### config.mk
export PLATFORM = sky130hd
export DESIGN_NAME = rrjs_ctrl
export DESIGN_NICKNAME = d
export VERILOG_FILES = /design/src/sv/rrjs_pkg.sv /design/src/sv/rrjs_ctrl.sv
export SDC_FILE = /design/constraint.sdc
export NUM_CORES = 1
export LEC_CHECK = 0
export BUFFER_PORTS_ARGS = -buffer_cell sky130_fd_sc_hd__buf_2
export CORE_ASPECT_RATIO = 0.75
export CORE_MARGIN = 5
export CORE_UTILIZATION = 45
export CTS_BUF_LIST = sky130_fd_sc_hd__clkbuf_2 sky130_fd_sc_hd__clkbuf_4 sky130_fd_sc_hd__clkbuf_8
export CTS_CLUSTER_DIAMETER = 30
export DETAILED_ROUTE_END_ITERATION = 6
export GPL_TIMING_DRIVEN = 0
export PLACE_DENSITY_LB_ADDON = 0.12
export REMOVE_ABC_BUFFERS = 1
export SYNTH_ARGS = -nofsm -noshare
export SYNTH_HDL_FRONTEND = slang
export SYNTH_SLANG_ARGS = --single-unit
### constraint.sdc
create_clock -name clk -period 1.94 [get_ports clk]
set_clock_uncertainty 0.05 [all_clocks]
set_input_delay 0.388 -clock clk [delete_from_list [all_inputs] [get_ports clk]]
set_output_delay 0.388 -clock clk [all_outputs]
set_load 0.05 [all_outputs]
### src/sv/rrjs_pkg.sv
// ----------------------------------------------------------------------------
// rrjs_pkg: shared types and constants of the round-robin job scheduler
// Holds the job record, the controller command and status bundles, register
// indexes and the widths that follow from the job capacity.
// ----------------------------------------------------------------------------
package rrjs_pkg;

    localparam int MAX_JOBS = 64;
    localparam int IDX_W    = $clog2(MAX_JOBS);
    localparam int CNT_W    = IDX_W + 1;
    localparam int CLK_W    = 15;
    localparam int SLICE_W  = 8;
    localparam int CFG_W    = 15;

    localparam logic [CLK_W-1:0]   CLOCK_MAX       = 15'h7FFF;
    localparam logic [SLICE_W-1:0] SLICE_RESET     = 8'd4;
    localparam logic [CLK_W-1:0]   LIMIT_RESET     = 15'd120;
    localparam logic [CNT_W-1:0]   CAPACITY        = CNT_W'(MAX_JOBS);

    // Configuration register indexes.
    localparam logic CFG_TIME_SLICE = 1'b0;
    localparam logic CFG_TIME_LIMIT = 1'b1;

    // Class codes.
    localparam logic CLASS_FACULTY = 1'b0;

    // Entry of a per-class list.
    typedef struct packed {
        logic [15:0] id;
        logic [7:0]  arr;
        logic [7:0]  burst;
    } class_entry_t;

    // Entry of the merged list, with its run state.
    typedef struct packed {
        logic [15:0]      id;
        logic             cls;
        logic [7:0]       arr;
        logic [7:0]       burst;
        logic [7:0]       rem;
        logic [CLK_W-1:0] comp;
        logic             fin;
    } merged_entry_t;

    // Read address selection for the merged list.
    typedef enum logic [1:0] {
        RD_ZERO = 2'b00,
        RD_IDX  = 2'b01,
        RD_ADM  = 2'b10
    } rd_sel_t;

    typedef struct packed {
        logic    load;
        logic    push_f;
        logic    push_s;
        logic    run_set;
        logic    idx_clr;
        logic    idx_inc;
        logic    slice;
        logic    adm_inc;
        logic    clk_jump;
        logic    emit;
        logic    clear;
        rd_sel_t rd_sel;
    } cmd_t;

    typedef struct packed {
        logic f_av;
        logic s_av;
        logic f_le_s;
        logic f_eq_s;
        logic run_ok;
        logic idx_last;
        logic adm_lt_mc;
        logic arr_le_clk;
        logic idle_jump;
        logic out_last;
    } status_t;

endpackage

### src/sv/rrjs_ctrl.sv
// ----------------------------------------------------------------------------
// rrjs_ctrl: sequencing state machine of the round-robin job scheduler
// Steps through loading, the merge of the two class lists, the slice passes
// with admission and the result readout, driving the datapath by commands.
// ----------------------------------------------------------------------------
module rrjs_ctrl
    import rrjs_pkg::*;
(
    input  logic    clk,
    input  logic    rst_n,
    input  logic    start,
    input  logic    last_job,
    input  status_t st,
    output cmd_t    cmd,
    output logic    busy
);

    typedef enum logic [13:0] {
        S_IDLE   = 14'b00000000000001,
        S_M_RD   = 14'b00000000000010,
        S_M_SEL  = 14'b00000000000100,
        S_M_PAIR = 14'b00000000001000,
        S_R_INIT = 14'b00000000010000,
        S_R_SET  = 14'b00000000100000,
        S_P_CHK  = 14'b00000001000000,
        S_P_RD   = 14'b00000010000000,
        S_P_EXE  = 14'b00000100000000,
        S_A_RD   = 14'b00001000000000,
        S_A_CHK  = 14'b00010000000000,
        S_I_CHK  = 14'b00100000000000,
        S_O_RD   = 14'b01000000000000,
        S_O_EMIT = 14'b10000000000000
    } state_t;

    state_t state_reg, state_next;

    always_ff @(posedge clk or negedge rst_n)
    begin
        if (!rst_n)
        begin
            state_reg <= S_IDLE;
        end
        else
        begin
            state_reg <= state_next;
        end
    end

    assign busy = (state_reg != S_IDLE);

    always_comb
    begin
        state_next = state_reg;
        cmd        = '0;
        cmd.rd_sel = RD_ADM;
        case (state_reg)
            S_IDLE:
            begin
                if (start)
                begin
                    cmd.load = 1'b1;
                    if (last_job)
                    begin
                        state_next = S_M_RD;
                    end
                end
            end
            S_M_RD:
            begin
                state_next = S_M_SEL;
            end
            S_M_SEL:
            begin
                if (st.f_av && (!st.s_av || st.f_le_s))
                begin
                    cmd.push_f = 1'b1;
                    state_next = (st.s_av && st.f_eq_s) ? S_M_PAIR : S_M_RD;
                end
                else if (st.s_av)
                begin
                    cmd.push_s = 1'b1;
                    state_next = S_M_RD;
                end
                else
                begin
                    state_next = S_R_INIT;
                end
            end
            S_M_PAIR:
            begin
                cmd.push_s = 1'b1;
                state_next = S_M_RD;
            end
            S_R_INIT:
            begin
                cmd.rd_sel = RD_ZERO;
                state_next = S_R_SET;
            end
            S_R_SET:
            begin
                cmd.rd_sel  = RD_ZERO;
                cmd.run_set = 1'b1;
                state_next  = S_P_CHK;
            end
            S_P_CHK:
            begin
                cmd.idx_clr = 1'b1;
                state_next  = st.run_ok ? S_P_RD : S_O_RD;
            end
            S_P_RD:
            begin
                cmd.rd_sel = RD_IDX;
                state_next = S_P_EXE;
            end
            S_P_EXE:
            begin
                cmd.rd_sel  = RD_IDX;
                cmd.slice   = 1'b1;
                cmd.idx_inc = 1'b1;
                state_next  = st.idx_last ? S_A_RD : S_P_RD;
            end
            S_A_RD:
            begin
                state_next = st.adm_lt_mc ? S_A_CHK : S_I_CHK;
            end
            S_A_CHK:
            begin
                if (st.arr_le_clk)
                begin
                    cmd.adm_inc = 1'b1;
                    state_next  = S_A_RD;
                end
                else
                begin
                    state_next = S_I_CHK;
                end
            end
            S_I_CHK:
            begin
                if (st.idle_jump)
                begin
                    cmd.clk_jump = 1'b1;
                    state_next   = S_A_RD;
                end
                else
                begin
                    state_next = S_P_CHK;
                end
            end
            S_O_RD:
            begin
                cmd.rd_sel = RD_IDX;
                state_next = S_O_EMIT;
            end
            S_O_EMIT:
            begin
                cmd.rd_sel  = RD_IDX;
                cmd.emit    = 1'b1;
                cmd.idx_inc = 1'b1;
                if (st.out_last)
                begin
                    cmd.clear  = 1'b1;
                    state_next = S_IDLE;
                end
                else
                begin
                    state_next = S_O_RD;
                end
            end
            default:
            begin
                state_next = S_IDLE;
            end
        endcase
    end

endmodule

==> summary.txt, run 1 <==
STA
  – Final setup fails: 19
  – Final Cycle Share: 138%
  – Worst hold margin: 0.230 ns
  – Minimum clock period: around 2.7 ns
  – Final Hold Vio Count: 0
  – TNS Setup: -8.18 ns
  – Worst slew pin tran: around 0.48 ns
  – Max-slew violation count: 0
  – Relative slew slack: 67.4%
  – Final setup margin: -0.740 ns
  – RSZ-0062 raised after global routing: yes
  – F_max: about 370 MHz

Route
  – DRC viols: 0
  – Routed wire length: 4.56 mm
  – Pre-Repair DR Iteration Count: 4
  – Initial DRC Count: around 110
  – Routed vias: between 1000 and 1500
  – Via-to-Cell Ratio: just over 6
  – Final ANT Viol Nets: 0
  – Mean routed wirelength per cell: ~22 um

Final layout
  – Net count, final: 200
  – Final instance area: roughly 1900 sq um
  – Share of cells above drive strength 1: between 60% and 70%
  – Max reg flops: 14
  – Area Overhead vs Synth: 88.4%
  – Non-filler cells, final: between 200 and 250
  – N_diodes: 0

Synthesis
  – Synth top area share: about a third
  – Mapped Avg Cell Area: 8.83 sq um
  – Gate count after technology mapping: between 100 and 150
  – Top cell type by total area after synthesis: dfrtp_1
  – Area contributors post-synth: dfrtp_1 33%, o21ai_0 4.6%, nor4_1 4.4%
  – Post-synthesis sequential area ratio: between 30 and 40%
  – Cell area after synthesis: roughly 990 sq um
  – Synthesis warning total: 0
  – Post-synthesis cell type count: 39
  – Synthesized flop and latch total: 14

GRT
  – Met3 Usage GRT: 6.03%
  – Largest net degree at the start of global routing: 15
  – Vias in the first global route: 1188
  – Initial antenna violation count: 0
  – GR Util met2: a little under two fifths
  – Total global routing overflow: 0
  – Gr busiest metal: met2
  – GR Util met1: around 30%
  – First-pass GRT wire length: ~6 mm
  – Total global-route track usage: about a quarter

Clocking
  – CTS Buf Count: 3
  – CTS root buf: clkbuf_4
  – Clock-pin slew on the worst setup and hold paths: 0.10 ns
  – H-tree Lvls: 1
  – Clk_lat worst skew: ~0.31 ns
  – CTS tree: built
  – Clock tree buffer depth: 2
  – # clock sinks: 14

Worst setup path
  – R2r endpoint: state_reg[9]$_DFFE_PN0P_
  – CP required: 1.50 ns
  – Critical path launch point type: register
  – Reg2Reg Depth: 7
  – CP startpoint: state_reg[1]$_DFFE_PN0P_
  – CP arrival: ~2.2 ns
  – Max FO, Critical Path: 3
  – CP endpoint kind: output pin
  – Worst setup path end: cmd[4]
  – R2R Setup Slk: -0.24 ns
  – CP Class: reg -> out
  – R2R Path Start: state_reg[1]$_DFFE_PN0P_

Power and ir drop
  – PwrDens: about 780 nW/um^2
  – VDD IR-drop max: ~1.4 mV
  – Leak Pwr: 0.874 nW

Place
  – IO Port Bufs: 27
  – Dpl ws: -0.687 ns
  – GP Congestion: just under 0.8
  – Detail Placement HPWL: 1.82 mm
  – Placed cells: about 160
  – Post-DP Area: between 1000 and 1500 sq um

Floorplanning
  – Die ar.: 3240 sq um
  – DIE WIDTH: between 60 and 70 um
  – Starting Density: about half
  – Core Rows: 14
  – Chip height: between 50 and 60 um
  – Core Area: between 2000 and 2500 sq um
  – Top-Level Pins: 28

Outcome
  – Failing checks: setup timing
  – Outcome: finished, violations left

Run
  – # Max-Cap Violations: 0

Worst hold path
  – Worst hold-check path type: in -> reg
  – Worst Hold Depth: 2
-- cell type report --
| class | count | area [sq um] |
|---|---|---|
| Timing Repair Buffer | 74 | 623 |
| Sequential cell | 14 | 363 |
| Fill cell | 84 | 188 |
| Tap cell | 24 | 30.0 |
| Inverter | 7 | 26.3 |
| Clock buffer | 4 | 36.3 |
| Multi-Input combinational cell | 86 | 783 |
-- synthesized netlist by cell type, drive strengths merged --
cell	number
a211o	1
a211oi	1
a21o	2
a21oi	2
a22o	1
a31o	1
a31oi	1
and2	3
and2b	1
and3	1
and4	2
and4bb	1
buf	2
clkbuf	3
dfrtp	13
dfstp	1
inv	7
mux2	1
nand2	11
nand2b	1
nand3	2
nand3b	1
nor2	6
nor2b	3
nor3	8
nor3b	4
nor4	9
nor4b	4
o21ai	9
o22a	1
o41ai	1
or3	1
or3b	1
or4	2
xnor2	3
xor2	1
-- how the worst min path moves through the flow --
| stage | to | start | slack [ns] |
|---|---|---|---|
| after floorplan | state_reg[10]$_DFFE_PN0P_ | rst_n | 0.04 |
| after global placement | state_reg[9]$_DFFE_PN0P_ | rst_n | 0.25 |
| after detailed placement | state_reg[9]$_DFFE_PN0P_ | rst_n | 0.25 |
| after CTS | state_reg[4]$_DFFE_PN0P_ | st[9] | 0.22 |
| after global routing | state_reg[4]$_DFFE_PN0P_ | st[9] | 0.24 |
| final | state_reg[4]$_DFFE_PN0P_ | st[9] | 0.23 |
-- where the power goes --
part | leakage [nW] | switching [mW] | internal, mW
Sequential | 0.176 | 0.0303 | 0.327
Clock | 0.0210 | 0.117 | 0.115
Combinational | 0.678 | 0.449 | 0.419
-- metrics by stage --
stage / util (%) / power (mW)
5_1_grt: 90.8 / 1.52
3_3_place_gp: 55.3 / 0.795
3_5_place_dp: 55.3 / 0.804
2_1_floorplan: - / 0.698
4_1_cts: 82.7 / 1.29
6_report: 90.8 / 1.46
-- cells in the final DEF (no fill, tap or decap), types with 2 or more instances in the layout --
cell,count
dfrtp_1,4
nor3_4,5
nor2_1,5
nor4b_1,2
and2_4,3
xnor2_1,3
nor2b_1,3
nand2_1,8
o21ai_2,2
or4_4,2
nor3b_1,3
a21o_1,2
nor3_1,3
buf_2,13
nand2_2,2
dfrtp_2,9
buf_4,39
nand3_4,2
buf_6,16
inv_1,6
buf_8,5
a21oi_1,2
and4_4,2
nor4_4,5
o21ai_0,6
clkbuf_4,3
nor4_1,3
-- layer usage --
layer  vias to the layer above  wire (um)
met4                         0        122
met5                         -          0
met3                        17        466
met2                        80       2240
met1                       615       1720
li1                        562          -
-- cells by family after synthesis --
logic type,count (synthesis),synth area share [%]
and+or+nand+nor,61,42.0
xor gates and xnor gates,4,3.54
muxes,1,1.14
AOI/OAI and AO/OA,20,12.9
buffers and inverters,12,4.81
DFF,14,35.6
-- worst max-delay path, cell delays in order, from the launching register on --
cell and delay [ns]:
dfrtp_1 0.41, or4_4 0.59, nor4_4 0.33, and4_4 0.30
and2_4 0.16, buf_8 0.14
-- timing repair --
| action | CTS | global route |
|---|---|---|
| endpoints found under the setup margin | 19 | 18 |
| hold buffers | 1 | 0 |
| buffers inserted | 32 | 15 |
| pin swaps | 18 | 15 |
| gates resized for setup | 76 | 16 |
| endpoints found under the hold margin | 13 | 0 |
Note: power is estimated with default switching activity, not from simulation.
==> run 2: changes to the inputs <==
Settings changed: CORE_MARGIN 5 to 2.
==> run 2 against run 1 <==
Against the previous run:
- the run now fails in global routing (5_1_grt)
- area after synthesis unchanged
- synthesized cell count stayed put
==> summary.txt, run 2 <==
Synthesis
  – Mapped Avg Cell Area: 8.83 sq um (unchanged)
  – Cell area after synthesis: 988 sq um (unchanged)
  – Synth top area share: 32.9% (unchanged)
  – Top cell type by total area after synthesis: dfrtp_1 (unchanged)
  – Number of synthesized flops with an enable pin: 0 (unchanged)
  – Top FF cell, synth: dfrtp_1 (unchanged)
  – Fraction of registers with async set/reset: 100% (unchanged)
  – Synth Area in Simple Gates: 42.0% (unchanged)
  – Synth Area in Adders: 0% (unchanged)
  – Post-synthesis mux area share: 1.14% (unchanged)
  – Synthesis warning total: 0 (unchanged)
  – Synth Area in Compound Gates: 12.9% (unchanged)
  – Post-synthesis xor/xnor area fraction: 3.54% (unchanged)
  – Synth cell count leaders: 13 x dfrtp_1, 11 x nand2_1, 9 x o21ai_0, 8 x nor3_1 (unchanged)
  – Top-count cell post-synth: dfrtp_1 (unchanged)
  – Area contributors post-synth: dfrtp_1 33%, o21ai_0 4.6%, nor4_1 4.4% (unchanged)
  – Main combinational cell family by area after synthesis: simple AND/OR/NAND/NOR gates (unchanged)
  – Gate count after technology mapping: 112 (unchanged)
  – Post-synthesis sequential area ratio: 35.6% (unchanged)
  – Post-synthesis cell type count: 39 (unchanged)
  – Synthesized flop and latch total: 14 (unchanged)

Floorplanning
  – Core Rows: 14 (unchanged)
  – DIE WIDTH: 58.1 um (was 64.1 um)
  – Top-Level Pins: 28 (unchanged)
  – Starting Density: 48.6% (was 48.2%)
  – Chip height: 44.6 um (was 50.6 um)

STA
  – Worst End Pin Type: output port
  – Worst-path endpoint after global-route repair_timing: cmd[9]

Clocking
  – # clock sinks: 14 (unchanged)
  – Clock tree buffer depth: 2 (unchanged)
  – CTS root buf: clkbuf_4 (unchanged)
  – H-tree Lvls: 1 (unchanged)
  – CTS Buf Count: 3 (unchanged)

Place
  – Post-DP Area: 1130 sq um (unchanged)
  – Dpl ws: -0.709 ns (was -0.687 ns)
  – GP Congestion: 0.857 (was 0.769)
  – Detail Placement HPWL: 1.85 mm (was 1.82 mm)
  – IO Port Bufs: 27 (unchanged)

GRT
  – Largest net degree at the start of global routing: 15
  – Initial antenna violation count: 0

Outcome
  – Outcome: did not finish (was finished, violations left)
  – Failing step: global routing (5_1_grt)
  – First Err: [ERROR DPL-0033] detailed placement checks failed during check placement.
-- run 2: cell counts after synthesis --
No cell type changed its count.
-- run 2: logic make-up after synthesis --
kind of cell	Yosys count
DFF	14
muxes	1
buffers and inverters	12
xor gates and xnor gates	4
and+or+nand+nor	61
AOI/OAI and AO/OA	20
-- run 2: metrics by stage --
| stage | util, % | instances | hold WS (ns) |
|---|---|---|---|
| 3_3_place_gp | 55.7 | 158 | 0.257 |
| 3_5_place_dp | 55.7 | 158 | 0.255 |
| 4_1_cts | 84.2 | 194 | 0.239 |
| 2_1_floorplan | - | 107 | 0.0424 |
-- run 2: repair_timing --
action	CTS
hold endpoints to repair	13
hold buffers	1
gates resized for setup	82
setup buffers	32
pin swaps	18
endpoints found under the setup margin	20
==> run 3: changes to the inputs <==
Settings changed: CORE_AREA from default to 2 2 63 65, CORE_ASPECT_RATIO 0.75 to default, CORE_MARGIN 2 to default, CORE_UTILIZATION 45 to default, CTS_BUF_LIST sky130_fd_sc_hd__clkbuf_2 sky130_fd_sc_hd__clkbuf_4 sky130_fd_sc_hd__clkbuf_8 to default, CTS_CLUSTER_DIAMETER 30 to default, DIE_AREA from default to 0 0 65 67, PLACE_DENSITY_LB_ADDON 0.12 to 0.15.
Clock period 1.94 ns to 2.5 ns, I/O delays scaled along.
==> run 3 against run 2 <==
Against the previous run:
- the flow now finishes, with violations (setup timing)
==> summary.txt, run 3 (synthesis results as in run 1) <==
Outcome
  – Outcome: finished, violations left (was did not finish)
  – Failing checks: setup timing

Worst setup path
  – CP Class: reg -> out
  – CP max stage cell: or4_4
  – CP endpoint kind: output pin
  – Max FO, Critical Path: 3
  – CP most frequent cell: or4_4
  – CP required: 1.95 ns
  – CP peak stage delay: ~0.53 ns
  – CP arrival: approximately 2.1 ns
  – R2R Setup Slk: about 0.52 ns
  – Crit path cell chain: or4_4 -> or4_4 -> nor3b_4 -> buf_6
  – Critical path launch point type: register

Clocking
  – Clock-pin slew on the worst setup and hold paths: around 0.06 ns
  – Clk_lat worst skew: roughly 0.24 ns
  – Clock tree buffer depth: 2 (unchanged)
  – CTS Buf Count: 3 (unchanged)
  – H-tree Lvls: 1 (unchanged)
  – Hold buffer count at cts: 0 (was 1)
  – CTS tree: built
  – # clock sinks: 14 (unchanged)
  – CTS root buf: clkbuf_8 (was clkbuf_4)

Power and ir drop
  – Flop pwr share: between 20% and 30%
  – PwrDens: 642 nW/um^2
  – Clk pwr share: a little under 20%
  – Internal: ~0.63 mW
  – VDD IR-drop max: around 0.22 mV
  – Net Switching: about 0.38 mW
  – Comb pwr share: 52.1%
  – Leak Pwr: slightly above 0.7 nW
  – Switch share: a little under two fifths

Final layout
  – Net count, final: approximately 180
  – Max reg flops: 14
  – Non-filler cells, final: about 210
  – N_diodes: 0
  – Fillcell total: 381
  – Fin util: a little over two fifths
  – Most frequent cells in the layout: 28 x buf_4, 15 x buf_2, 9 x nand2_1
  – Most common cell after layout, fill and taps aside: buf_4
  – Area Overhead vs Synth: 59.2%
  – Share of cells above drive strength 1: 54.6%

Route
  – Via-to-Cell Ratio: around 4.9
  – Initial DRC Count: 41
  – Final ANT Viol Nets: 0
  – Routed vias: approximately 1000
  – Pre-Repair DR Iteration Count: 4
  – Routed wire length: 2.90 mm
  – Mean routed wirelength per cell: roughly 14 um
  – DRC viols: 0

Floorplanning
  – Top-Level Pins: 28 (unchanged)
  – DIE WIDTH: 65 um (was 58.1 um)
  – Die ar.: approximately 4400 sq um
  – Core Area: about 3600 sq um
  – Starting Density: 27.4% (was 48.6%)
  – Chip height: 67 um (was 44.6 um)
  – Core Rows: 22 (was 14)

Place
  – Dpl ws: -0.238 ns (was -0.709 ns)
  – GP Congestion: 0.796 (was 0.857)
  – Placed cells: 182 (was 158)
  – Detail Placement HPWL: 1.93 mm (was 1.85 mm)
  – IO Port Bufs: 27 (unchanged)

GRT
  – First-pass GRT wire length: between 4 and 5 mm
  – Initial antenna violation count: 0
  – Vias in the first global route: 1030
  – Total global routing overflow: 0
  – Largest net degree at the start of global routing: 15
  – Total global-route track usage: 14.4%

STA
  – Worst slew pin tran: slightly above 0.4 ns
  – Final Hold Vio Count: 0
  – F_max: between 300 and 400 MHz
  – Minimum clock period: between 2 and 3 ns
  – TNS Setup: -0.334 ns
  – Relative slew slack: between 70% and 80%
  – Final setup fails: 4
  – Final setup margin: -0.152 ns
  – RSZ-0062 raised after global routing: yes
  – Final Cycle Share: 106%
  – Max-slew violation count: 0

Run
  – # Max-Cap Violations: 0

Worst hold path
  – Worst hold-check path type: in -> async
==> run 3: what timing repair did <==
item / in CTS / in global routing
resized for setup: 37 / 15
setup endpoints to repair: 13 / 11
endpoints found under the hold margin: 0 / 0
setup buffers: 24 / 1
pin swaps: 7 / 2
==> run 3: critical path: cells and delay by family (launching register included) <==
family                 cells  cell delay [ns]
buffers and inverters      1             0.18
DFF                        1             0.42
and+or+nand+nor            3             1.26
==> run 3: area by class of cell <==
cell class	count	area, sq um	share of cell area, %
Tap cell	48	60.1	3.82
Sequential cell	14	362	23.0
Clock buffer	4	45.0	2.86
Inverter	7	26.3	1.67
Multi-Input combinational cell	86	698	44.4
Timing Repair Buffer	52	383	24.3
==> run 3: path summary, 6_finish.rpt <==
check	from	end	cells past startpoint
max	state_reg[1]$_DFFE_PN0P_	cmd[9]	4
min	rst_n	state_reg[7]$_DFFE_PN0P_	1
max reg2reg	state_reg[10]$_DFFE_PN0P_	state_reg[0]$_DFFE_PN1P_	8
min reg2reg	state_reg[6]$_DFFE_PN0P_	state_reg[8]$_DFFE_PN0P_	1
max in group asynchronous	rst_n	state_reg[0]$_DFFE_PN1P_	1
min in group clk	st[9]	state_reg[4]$_DFFE_PN0P_	2
==> run 3: layer usage <==
| metal | vias up | track usage (%) | routed length, um |
|---|---|---|---|
| met5 | - | 0 | 0 |
| met2 | 13 | 27.1 | 1550 |
| met3 | 2 | 2.03 | 85 |
| li1 | 514 | - | - |
| met1 | 498 | 16.6 | 1250 |
| met4 | 0 | 4.79 | 15 |
==> run 3: per-stage QoR <==
stage | hold WS, ns | instance area [sq um] | total power, mW
after detailed placement | 0.380 | 1160 | 0.624
after floorplan | 0.154 | 967 | 0.542
after global routing | 0.125 | 1570 | 1.08
after global placement | 0.380 | 1160 | 0.623
final | 0.104 | 1570 | 1.01
after CTS | 0.111 | 1520 | 0.990
==> run 3: power groups by stage <==
stage | Clock [mW] | Sequential (mW) | Combinational (mW)
after floorplan | 0 | 0.281 | 0.261
after global placement | 0 | 0.289 | 0.334
after detailed placement | 0 | 0.289 | 0.335
after CTS | 0.203 | 0.288 | 0.499
after global routing | 0.213 | 0.292 | 0.571
final | 0.195 | 0.289 | 0.527
